<file path="config.mk">
export PLATFORM = sky130hd
export DESIGN_NAME = positional_noise_random_generator_core_flat
export DESIGN_NICKNAME = d
export VERILOG_FILES = /design/src/rtl/core/pnrg_pkg.sv /design/src/rtl/core/pnrg_ifs.sv /design/src/rtl/core/pnrg_datapath.sv /design/src/rtl/core/positional_noise_random_generator_core.sv /design/src/flat_wrapper.sv
export SDC_FILE = /design/constraint.sdc
export NUM_CORES = 2
export LEC_CHECK = 0
export BUFFER_PORTS_ARGS = -buffer_cell sky130_fd_sc_hd__buf_4
export CAP_MARGIN = 20
export CORE_MARGIN = 2
export CORE_UTILIZATION = 45
export CTS_BUF_LIST = sky130_fd_sc_hd__clkbuf_2
export DETAILED_ROUTE_END_ITERATION = 8
export GPL_TIMING_DRIVEN = 1
export PLACE_DENSITY = 0.6
export RECOVER_POWER = 50
export SYNTH_ARGS = -nofsm -noshare
export SYNTH_HDL_FRONTEND = slang
export SYNTH_SLANG_ARGS = --single-unit
</file>
<file path="constraint.sdc">
create_clock -name i_clk -period 15.7 [get_ports i_clk]
set_clock_uncertainty 0.2 [all_clocks]
set_input_delay 1.57 -clock i_clk [delete_from_list [all_inputs] [get_ports i_clk]]
set_output_delay 1.57 -clock i_clk [all_outputs]
set_load 0.03 [all_outputs]
</file>
<file path="src/rtl/core/pnrg_pkg.sv">
// ----------------------------------------------------------------------------
// pnrg_pkg
// Shared types, constants and the sequencer program of the noise generator.
// ----------------------------------------------------------------------------
package pnrg_pkg;

    localparam int unsigned DATA_W   = 32;
    localparam int unsigned CMD_W    = 2;
    localparam int unsigned CFG_IDX_W = 8;
    localparam int unsigned PC_W     = 4;
    localparam int unsigned CNT_W    = 5;

    // command codes
    localparam logic [CMD_W-1:0] CMD_NOISE  = 2'd0;
    localparam logic [CMD_W-1:0] CMD_DRAW   = 2'd1;
    localparam logic [CMD_W-1:0] CMD_RANGED = 2'd2;

    // configuration register indexes
    localparam logic [CFG_IDX_W-1:0] CFG_SEED  = 8'd0;
    localparam logic [CFG_IDX_W-1:0] CFG_START = 8'd1;

    // hash constants
    localparam logic [DATA_W-1:0] MIX_A    = 32'h68E3_1DA4;
    localparam logic [DATA_W-1:0] MIX_B    = 32'hB529_7A4D;
    localparam logic [DATA_W-1:0] MIX_C    = 32'h1B56_C4E9;
    localparam logic [DATA_W-1:0] STRIDE_Y = 32'd198491317;
    localparam logic [DATA_W-1:0] STRIDE_Z = 32'd6542989;

    // program entry points
    localparam logic [PC_W-1:0] PC_COORD = 4'd0;
    localparam logic [PC_W-1:0] PC_POS   = 4'd4;
    localparam logic [PC_W-1:0] PC_HASH  = 4'd5;
    localparam logic [PC_W-1:0] PC_DIV   = 4'd11;
    localparam logic [PC_W-1:0] PC_EMIT  = 4'd13;

    typedef enum logic [3:0] {
        OP_NONE,
        OP_MUL_Y,
        OP_ACC_X,
        OP_MUL_Z,
        OP_ADD_PROD,
        OP_LOAD_POS,
        OP_MUL_A,
        OP_MIX1,
        OP_MIX2,
        OP_MUL_C,
        OP_MIX3,
        OP_RANGE_SETUP,
        OP_DIV_STEP,
        OP_RANGE_ADD,
        OP_EMIT
    } t_op;

    typedef enum logic [2:0] {
        JMP_NONE,
        JMP_ALWAYS,
        JMP_NOT_RANGED,
        JMP_RANGE_BAD,
        JMP_LOOP
    } t_jmp;

    typedef struct packed {
        t_op             op;
        t_jmp            jmp;
        logic [PC_W-1:0] target;
    } t_uword;

    typedef struct packed {
        logic load;
        t_op  op;
    } t_dp_ctrl;

    typedef struct packed {
        logic range_bad;
        logic loop_more;
        logic is_ranged;
    } t_dp_stat;

    function automatic t_uword ucode(input logic [PC_W-1:0] pc);
        t_uword w;
        w = '{op: OP_EMIT, jmp: JMP_NONE, target: PC_EMIT};
        unique case (pc)
            4'd0:  w = '{op: OP_MUL_Y,       jmp: JMP_NONE,       target: PC_EMIT};
            4'd1:  w = '{op: OP_ACC_X,       jmp: JMP_NONE,       target: PC_EMIT};
            4'd2:  w = '{op: OP_MUL_Z,       jmp: JMP_NONE,       target: PC_EMIT};
            4'd3:  w = '{op: OP_ADD_PROD,    jmp: JMP_ALWAYS,     target: PC_HASH};
            4'd4:  w = '{op: OP_LOAD_POS,    jmp: JMP_NONE,       target: PC_EMIT};
            4'd5:  w = '{op: OP_MUL_A,       jmp: JMP_NONE,       target: PC_EMIT};
            4'd6:  w = '{op: OP_MIX1,        jmp: JMP_NONE,       target: PC_EMIT};
            4'd7:  w = '{op: OP_MIX2,        jmp: JMP_NONE,       target: PC_EMIT};
            4'd8:  w = '{op: OP_MUL_C,       jmp: JMP_NONE,       target: PC_EMIT};
            4'd9:  w = '{op: OP_MIX3,        jmp: JMP_NOT_RANGED, target: PC_EMIT};
            4'd10: w = '{op: OP_RANGE_SETUP, jmp: JMP_RANGE_BAD,  target: PC_EMIT};
            4'd11: w = '{op: OP_DIV_STEP,    jmp: JMP_LOOP,       target: PC_DIV};
            4'd12: w = '{op: OP_RANGE_ADD,   jmp: JMP_NONE,       target: PC_EMIT};
            default: w = '{op: OP_EMIT,      jmp: JMP_NONE,       target: PC_EMIT};
        endcase
        return w;
    endfunction

endpackage

</file>
<file path="src/rtl/core/pnrg_ifs.sv">
// ----------------------------------------------------------------------------
// pnrg channel interfaces
// Command, result and configuration channels with valid/ready handshake.
// ----------------------------------------------------------------------------
interface pnrg_cmd_if import pnrg_pkg::*; ();
    logic                     valid;
    logic                     ready;
    logic [CMD_W-1:0]         cmd;
    logic signed [DATA_W-1:0] pos_x;
    logic signed [DATA_W-1:0] pos_y;
    logic signed [DATA_W-1:0] pos_z;
    logic signed [DATA_W-1:0] range_min;
    logic signed [DATA_W-1:0] range_max;

    modport source (output valid, cmd, pos_x, pos_y, pos_z, range_min, range_max,
                    input ready);
    modport sink   (input valid, cmd, pos_x, pos_y, pos_z, range_min, range_max,
                    output ready);
endinterface

interface pnrg_res_if import pnrg_pkg::*; ();
    logic                     valid;
    logic                     ready;
    logic [DATA_W-1:0]        value;
    logic signed [DATA_W-1:0] ranged;
    logic                     range_error;

    modport source (output valid, value, ranged, range_error, input ready);
    modport sink   (input valid, value, ranged, range_error, output ready);
endinterface

interface pnrg_cfg_if import pnrg_pkg::*; ();
    logic                 valid;
    logic                 ready;
    logic [CFG_IDX_W-1:0] index;
    logic [DATA_W-1:0]    data;

    modport source (output valid, index, data, input ready);
    modport sink   (input valid, index, data, output ready);
endinterface

</file>
<file path="src/rtl/core/pnrg_datapath.sv">
// ----------------------------------------------------------------------------
// pnrg_datapath
// Shared multiplier, mixing logic and bit-serial range reduction, driven one
// operation per cycle by the sequencer.
// ----------------------------------------------------------------------------
module pnrg_datapath import pnrg_pkg::*; (
    input  logic                     i_clk,
    input  t_dp_ctrl                 i_ctrl,
    input  logic [CMD_W-1:0]         i_cmd,
    input  logic [DATA_W-1:0]        i_pos_x,
    input  logic [DATA_W-1:0]        i_pos_y,
    input  logic [DATA_W-1:0]        i_pos_z,
    input  logic [DATA_W-1:0]        i_range_min,
    input  logic [DATA_W-1:0]        i_range_max,
    input  logic [DATA_W-1:0]        i_seed,
    input  logic [DATA_W-1:0]        i_position,
    output t_dp_stat                 o_stat,
    output logic [DATA_W-1:0]        o_value,
    output logic [DATA_W-1:0]        o_ranged,
    output logic                     o_range_error
);

    logic [CMD_W-1:0]  r_cmd;
    logic [DATA_W-1:0] r_x, r_y, r_z, r_lo, r_hi;
    logic [DATA_W-1:0] r_acc, r_prod, r_val, r_div, r_rem, r_ranged;
    logic [DATA_W:0]   r_span;
    logic [CNT_W-1:0]  r_cnt;
    logic              r_err;

    logic [DATA_W-1:0] mul_a, mul_b, mul_p;
    logic [DATA_W-1:0] mix_t, mix_u, mix_w;
    logic [DATA_W:0]   trial, span;
    logic              range_bad;

    always_comb begin
        unique case (i_ctrl.op)
            OP_MUL_Y: begin mul_a = r_y;   mul_b = STRIDE_Y; end
            OP_MUL_Z: begin mul_a = r_z;   mul_b = STRIDE_Z; end
            OP_MUL_A: begin mul_a = r_acc; mul_b = MIX_A;    end
            default:  begin mul_a = r_acc; mul_b = MIX_C;    end
        endcase
    end

    assign mul_p = mul_a * mul_b;       // low 32 bits of the product

    assign mix_t = r_prod + i_seed;
    assign mix_u = r_acc + MIX_B;
    assign mix_w = r_prod ^ (r_prod >> 8);

    assign range_bad = $signed(r_hi) < $signed(r_lo);
    assign span      = {r_hi[DATA_W-1], r_hi} - {r_lo[DATA_W-1], r_lo} + (DATA_W+1)'(1);
    // remainder stays below span, so shifted value fits in 33 bits
    assign trial     = {r_rem, r_div[DATA_W-1]};

    always_ff @(posedge i_clk) begin
        if (i_ctrl.load) begin
            r_cmd    <= i_cmd;
            r_x      <= i_pos_x;
            r_y      <= i_pos_y;
            r_z      <= i_pos_z;
            r_lo     <= i_range_min;
            r_hi     <= i_range_max;
            r_ranged <= '0;
            r_err    <= 1'b0;
        end else begin
            unique case (i_ctrl.op)
                OP_MUL_Y, OP_MUL_Z, OP_MUL_A, OP_MUL_C: r_prod <= mul_p;
                OP_ACC_X:    r_acc <= r_x + r_prod;
                OP_ADD_PROD: r_acc <= r_acc + r_prod;
                OP_LOAD_POS: r_acc <= i_position;
                OP_MIX1:     r_acc <= mix_t ^ (mix_t >> 8);
                OP_MIX2:     r_acc <= mix_u ^ (mix_u << 8);
                OP_MIX3: begin
                    r_val <= mix_w;
                    r_div <= mix_w;
                end
                OP_RANGE_SETUP: begin
                    r_span <= span;
                    r_rem  <= '0;
                    r_cnt  <= CNT_W'(DATA_W - 1);
                    r_err  <= range_bad;
                    if (range_bad) begin
                        r_ranged <= r_lo;
                    end
                end
                OP_DIV_STEP: begin
                    if (trial >= r_span) begin
                        r_rem <= DATA_W'(trial - r_span);
                    end else begin
                        r_rem <= trial[DATA_W-1:0];
                    end
                    r_div <= r_div << 1;
                    r_cnt <= r_cnt - CNT_W'(1);
                end
                OP_RANGE_ADD: r_ranged <= r_lo + r_rem;
                default: ;
            endcase
        end
    end

    assign o_stat.range_bad = range_bad;
    assign o_stat.loop_more = (r_cnt != '0);
    assign o_stat.is_ranged = (r_cmd == CMD_RANGED);
    assign o_value          = r_val;
    assign o_ranged         = r_ranged;
    assign o_range_error    = r_err;

endmodule

</file>
<file path="src/rtl/core/positional_noise_random_generator_core.sv">
// ----------------------------------------------------------------------------
// positional_noise_random_generator_core
// Counter-based noise hash: coordinate noise, raw draws and ranged draws
// computed by a small microprogram over a shared multiplier datapath.
//
//   channel  | dir | payload
//   ---------+-----+--------------------------------------------------
//   i_cmd    | in  | cmd, pos_x, pos_y, pos_z, range_min, range_max
//   o_res    | out | value, ranged, range_error
//   i_cfg    | in  | index (0 seed, 1 start_position), data
//
// A ranged draw runs the one-bit-per-cycle modulo loop, which is skipped when
// the range is inverted. Command 3 is dropped on accept.
// i_cmd is ready only while the sequencer is idle; the result register lets
// the next command start while a result waits. The sequencer holds on its
// last step while the result register is full. Reset clears seed and
// position to zero. Config writes are always accepted.
// ----------------------------------------------------------------------------
module positional_noise_random_generator_core import pnrg_pkg::*; (
    input  logic       i_clk,
    input  logic       i_rst_n,
    pnrg_cmd_if.sink   i_cmd,
    pnrg_res_if.source o_res,
    pnrg_cfg_if.sink   i_cfg
);

    typedef enum logic {
        SEQ_IDLE,
        SEQ_RUN
    } t_seq_state;

    t_seq_state        r_state;
    logic [PC_W-1:0]   r_pc;
    logic [DATA_W-1:0] r_seed, r_position;
    logic              r_out_valid;
    logic [DATA_W-1:0] r_out_value, r_out_ranged;
    logic              r_out_error;

    t_uword            uw;
    t_dp_ctrl          dp_ctrl;
    t_dp_stat          dp_stat;
    logic              cmd_fire, jump, out_free;
    logic [DATA_W-1:0] dp_value, dp_ranged;
    logic              dp_error;

    assign uw       = ucode(r_pc);
    assign cmd_fire = i_cmd.valid && i_cmd.ready;
    assign out_free = !r_out_valid || o_res.ready;

    always_comb begin
        unique case (uw.jmp)
            JMP_ALWAYS:     jump = 1'b1;
            JMP_NOT_RANGED: jump = !dp_stat.is_ranged;
            JMP_RANGE_BAD:  jump = dp_stat.range_bad;
            JMP_LOOP:       jump = dp_stat.loop_more;
            default:        jump = 1'b0;
        endcase
    end

    assign dp_ctrl.load = cmd_fire;
    assign dp_ctrl.op   = (r_state == SEQ_RUN) ? uw.op : OP_NONE;

    pnrg_datapath u_datapath (
        .i_clk         (i_clk),
        .i_ctrl        (dp_ctrl),
        .i_cmd         (i_cmd.cmd),
        .i_pos_x       (i_cmd.pos_x),
        .i_pos_y       (i_cmd.pos_y),
        .i_pos_z       (i_cmd.pos_z),
        .i_range_min   (i_cmd.range_min),
        .i_range_max   (i_cmd.range_max),
        .i_seed        (r_seed),
        .i_position    (r_position),
        .o_stat        (dp_stat),
        .o_value       (dp_value),
        .o_ranged      (dp_ranged),
        .o_range_error (dp_error)
    );

    always_ff @(posedge i_clk) begin
        if (!i_rst_n) begin
            r_state     <= SEQ_IDLE;
            r_pc        <= PC_COORD;
            r_seed      <= '0;
            r_position  <= '0;
            r_out_valid <= 1'b0;
        end else begin
            if (i_cfg.valid) begin
                if (i_cfg.index == CFG_SEED) begin
                    r_seed <= i_cfg.data;
                end else if (i_cfg.index == CFG_START) begin
                    r_position <= i_cfg.data;
                end
            end
            if (r_out_valid && o_res.ready) begin
                r_out_valid <= 1'b0;
            end
            unique case (r_state)
                SEQ_IDLE: begin
                    if (cmd_fire) begin
                        if (i_cmd.cmd == CMD_NOISE) begin
                            r_state <= SEQ_RUN;
                            r_pc    <= PC_COORD;
                        end else if (i_cmd.cmd == CMD_DRAW || i_cmd.cmd == CMD_RANGED) begin
                            r_state <= SEQ_RUN;
                            r_pc    <= PC_POS;
                        end
                    end
                end
                SEQ_RUN: begin
                    if (uw.op == OP_EMIT) begin
                        if (out_free) begin
                            r_out_valid  <= 1'b1;
                            r_out_value  <= dp_value;
                            r_out_ranged <= dp_ranged;
                            r_out_error  <= dp_error;
                            r_state      <= SEQ_IDLE;
                        end
                    end else begin
                        r_pc <= jump ? uw.target : r_pc + PC_W'(1);
                        if (uw.op == OP_LOAD_POS) begin
                            r_position <= r_position + DATA_W'(1);
                        end
                    end
                end
                default: r_state <= SEQ_IDLE;
            endcase
        end
    end

    assign i_cmd.ready       = (r_state == SEQ_IDLE);
    assign i_cfg.ready       = 1'b1;
    assign o_res.valid       = r_out_valid;
    assign o_res.value       = r_out_value;
    assign o_res.ranged      = r_out_ranged;
    assign o_res.range_error = r_out_error;

endmodule

</file>
<file path="src/flat_wrapper.sv">
// flat-port wrapper written by rule: the top's interface ports become plain ports
module positional_noise_random_generator_core_flat import pnrg_pkg::*;
  (i_clk, i_rst_n, i_cmd_valid, i_cmd_cmd, i_cmd_pos_x, i_cmd_pos_y, i_cmd_pos_z, i_cmd_range_min, i_cmd_range_max, i_cmd_ready, o_res_valid, o_res_value, o_res_ranged, o_res_range_error, o_res_ready, i_cfg_valid, i_cfg_index, i_cfg_data, i_cfg_ready);
  pnrg_cmd_if i_cmd_i ();
  pnrg_res_if o_res_i ();
  pnrg_cfg_if i_cfg_i ();
  input  logic i_clk;
  input  logic i_rst_n;
  input wire logic [$bits(i_cmd_i.valid)-1:0] i_cmd_valid;
  input wire logic [$bits(i_cmd_i.cmd)-1:0] i_cmd_cmd;
  input wire logic [$bits(i_cmd_i.pos_x)-1:0] i_cmd_pos_x;
  input wire logic [$bits(i_cmd_i.pos_y)-1:0] i_cmd_pos_y;
  input wire logic [$bits(i_cmd_i.pos_z)-1:0] i_cmd_pos_z;
  input wire logic [$bits(i_cmd_i.range_min)-1:0] i_cmd_range_min;
  input wire logic [$bits(i_cmd_i.range_max)-1:0] i_cmd_range_max;
  output wire logic [$bits(i_cmd_i.ready)-1:0] i_cmd_ready;
  output wire logic [$bits(o_res_i.valid)-1:0] o_res_valid;
  output wire logic [$bits(o_res_i.value)-1:0] o_res_value;
  output wire logic [$bits(o_res_i.ranged)-1:0] o_res_ranged;
  output wire logic [$bits(o_res_i.range_error)-1:0] o_res_range_error;
  input wire logic [$bits(o_res_i.ready)-1:0] o_res_ready;
  input wire logic [$bits(i_cfg_i.valid)-1:0] i_cfg_valid;
  input wire logic [$bits(i_cfg_i.index)-1:0] i_cfg_index;
  input wire logic [$bits(i_cfg_i.data)-1:0] i_cfg_data;
  output wire logic [$bits(i_cfg_i.ready)-1:0] i_cfg_ready;
  assign i_cmd_i.valid = i_cmd_valid;
  assign i_cmd_i.cmd = i_cmd_cmd;
  assign i_cmd_i.pos_x = i_cmd_pos_x;
  assign i_cmd_i.pos_y = i_cmd_pos_y;
  assign i_cmd_i.pos_z = i_cmd_pos_z;
  assign i_cmd_i.range_min = i_cmd_range_min;
  assign i_cmd_i.range_max = i_cmd_range_max;
  assign i_cmd_ready = i_cmd_i.ready;
  assign o_res_valid = o_res_i.valid;
  assign o_res_value = o_res_i.value;
  assign o_res_ranged = o_res_i.ranged;
  assign o_res_range_error = o_res_i.range_error;
  assign o_res_i.ready = o_res_ready;
  assign i_cfg_i.valid = i_cfg_valid;
  assign i_cfg_i.index = i_cfg_index;
  assign i_cfg_i.data = i_cfg_data;
  assign i_cfg_ready = i_cfg_i.ready;
  positional_noise_random_generator_core u_core (.i_clk(i_clk), .i_rst_n(i_rst_n), .i_cmd(i_cmd_i), .o_res(o_res_i), .i_cfg(i_cfg_i));
endmodule
</file>
==> metrics.cfg <==
[detailed_routing]
vias_per_cell=5.51
drt-initial-drc-count=3052
wl_per_cell_um=23.8
dr.pass1.iters=8
postRouteWirelength_um=151000
antenna_left=0
vias=34944
drc_errors=0

[global_route]
grt_max_degree=164
grt_pass1_vias=35112
grt_pass1_wl_um=223000
grt_util_all_layers_pct=29.7
antenna_found_initial=8
grt-ovfl-total=0

[layout]
area_delta_synth_final_pct=13.9
fin_area_um2=50600
top_register=u_core.u_datapath.r_span
largest_register_ffs=33
finalCoreUtilization_pct=51.6
nets=5882
multi_input_area_um2=26400
regArea_um2=15000
drive_gt1_share_pct=12.2
fill_cells=9260

[synthesis]
ys_ff_latch=537
yosysMostFrequentCell=inv_1
netlist_area_um2=44500
synth_area_per_cell_um2=9.97
synth_top_cells_by_count=inv_1, edfxtp_1, nor2_1, fa_1, nand2_1
synth_fp_nets=5407
syn_inst=4459
synthDistinctLibCells=94
async_reset_ff_share_pct=0
yosys_warnings=0
yosys.area.top_type=edfxtp_1
seq_area_frac_synth_pct=33.8
ys.flop_type=edfxtp_1
yosys-top-cells-area=edfxtp_1, fa_1, ha_1
synth_top_area_share_pct=28.7
synth_edf_count=425

[placed_design]
placed_cell_area_um2=48000
place_congestion=1.00
io_buffers=273
hpwlAfterDp_um=122000

[worst_setup_path]
cp-startpoint=u_core.uw[8]
r2r_setup_slack_ns=4.39
r2r_end=u_core.u_datapath.r_prod[31]
cp.arrival_ns=12.35
reg2reg_depth=34
cp-start-kind=flop
critPathKind=flop to flop
path_max_fanout=32
cp_slowest_cell=clkbuf_1
cp-end-kind=flop
crit_path_frequent_cell=fa_1
required_ns=16.74
r2r_start=u_core.uw[8]
max_stage_delay_ns=1.21

[timing]
hold_slack_ns=0.121
finalSetupViolCount=0
timing.fmax_mhz=88.5
layout_min_cycle_time_ns=11.31
rsz0062_at_grt=false
setup_tns_ns=0
hold_viol_final=0
slew_headroom_pct=-489
period_share_pct=72.0
drv_slew=499
tightest_slew_ns=8.84

[worst_hold_path]
hold_depth=3
hold_path.class=primary input to flop
min_to=u_core.r_seed[0]
hold_start=i_cfg_data[0]

[floorplanning]
die_y_um=318
die_width_um=318
fp.coreArea_um2=98100
rows=115
initial_core_util_pct=45.3
die-area_um2=101000
ioPinCount=275

[cts]
ctsResizeCount=0
cts-buffers-inserted=149
clock_sinks=537
ctsHoldBuffers=140
clock_latency_ns=1.49
htreeDepth=4
clockRootBuffer=clkbuf_2
post_cts_buffers=0
cts_tree=done
path_clk_slew_ns=0.11
cts_buffer_depth=3

[run_status]
violations=capacitance limit, slew limit
outcome=finished with violations

[flow_run]
maxCapViolCount=10

## kinds of logic (layout without fill, tap and decap cells)
| logic type | after synthesis | count (layout) | share of synthesized area (%) |
|---|---|---|---|
| buffers and inverters | 802 | 1389 | 6.88 |
| flip-flops | 537 | 537 | 33.8 |
| XOR/XNOR | 311 | 311 | 6.17 |
| AO/OA/AOI/OAI | 873 | 873 | 12.8 |
| other | 1 | 7 | 0.00844 |
| AND/OR/NAND/NOR | 1121 | 1121 | 11.4 |
| multiplexers | 73 | 73 | 1.79 |
| adder cells (fa/ha/maj) | 741 | 741 | 27.3 |
## worst max-delay path by stage
stage | to | slack [ns] | depth (start not counted)
6_report | u_core.u_datapath.r_prod[31] | 4.39 | 34
5_1_grt | u_core.u_datapath.r_prod[30] | 3.90 | 34
4_1_cts | u_core.u_datapath.r_prod[31] | 5.90 | 34
2_1_floorplan | u_core.o_res.range_error | 6.77 | 3
3_3_place_gp | u_core.u_datapath.r_prod[31] | 6.04 | 34
3_5_place_dp | u_core.u_datapath.r_prod[31] | 5.95 | 34
## layout by cell type (no fill, tap or decap), types with 140 or more instances in the layout
master,n
o21ai_0,162
ha_1,362
inv_1,669
nand2_1,368
clkbuf_2,201
fa_1,379
a21oi_1,282
edfxtp_1,425
nor2_1,399
xnor2_1,193
dlygate4sd3_1,140
## worst max-delay path: cells and delay by family (launching register included)
kind	cells	cell delay (ns)
xor gates and xnor gates	2	0.60
buffers and inverters	9	2.90
adders and majority gates	9	3.46
and+or+nand+nor	5	1.31
AOI/OAI and AO/OA	9	2.25
DFF	1	0.31
## per-stage QoR
step / std cells / worst slack, ns
global placement: 5930 / 6.04
finish: 6339 / 4.39
global route: 6338 / 3.90
CTS: 6333 / 5.90
detailed placement: 5930 / 5.95
floorplan: 4459 / 6.77
## layout make-up
cell class | instances | share of cell area, %
antenna | 6 | 0.0297
tap | 1287 | 3.18
clock buffer | 201 | 1.99
timing repair buffer | 452 | 7.14
clock inverter | 62 | 0.783
inverter | 674 | 5.00
sequential | 537 | 29.6
multi-input combinational | 3120 | 52.2
## per-layer routing
layer / track usage (%) / share of wire, % / up-vias / routed length (um)
met5: 0 / 0.016 / - / 24
met4: 12.5 / 4.2 / 4 / 6320
met3: 4.72 / 7.2 / 271 / 10900
met2: 46.6 / 45 / 1481 / 68000
met1: 41.1 / 44 / 17012 / 65800
li1: - / - / 16176 / -
Power is not shown: default switching activity piles up to over one toggle a cycle in this logic, so the estimate is an artifact.
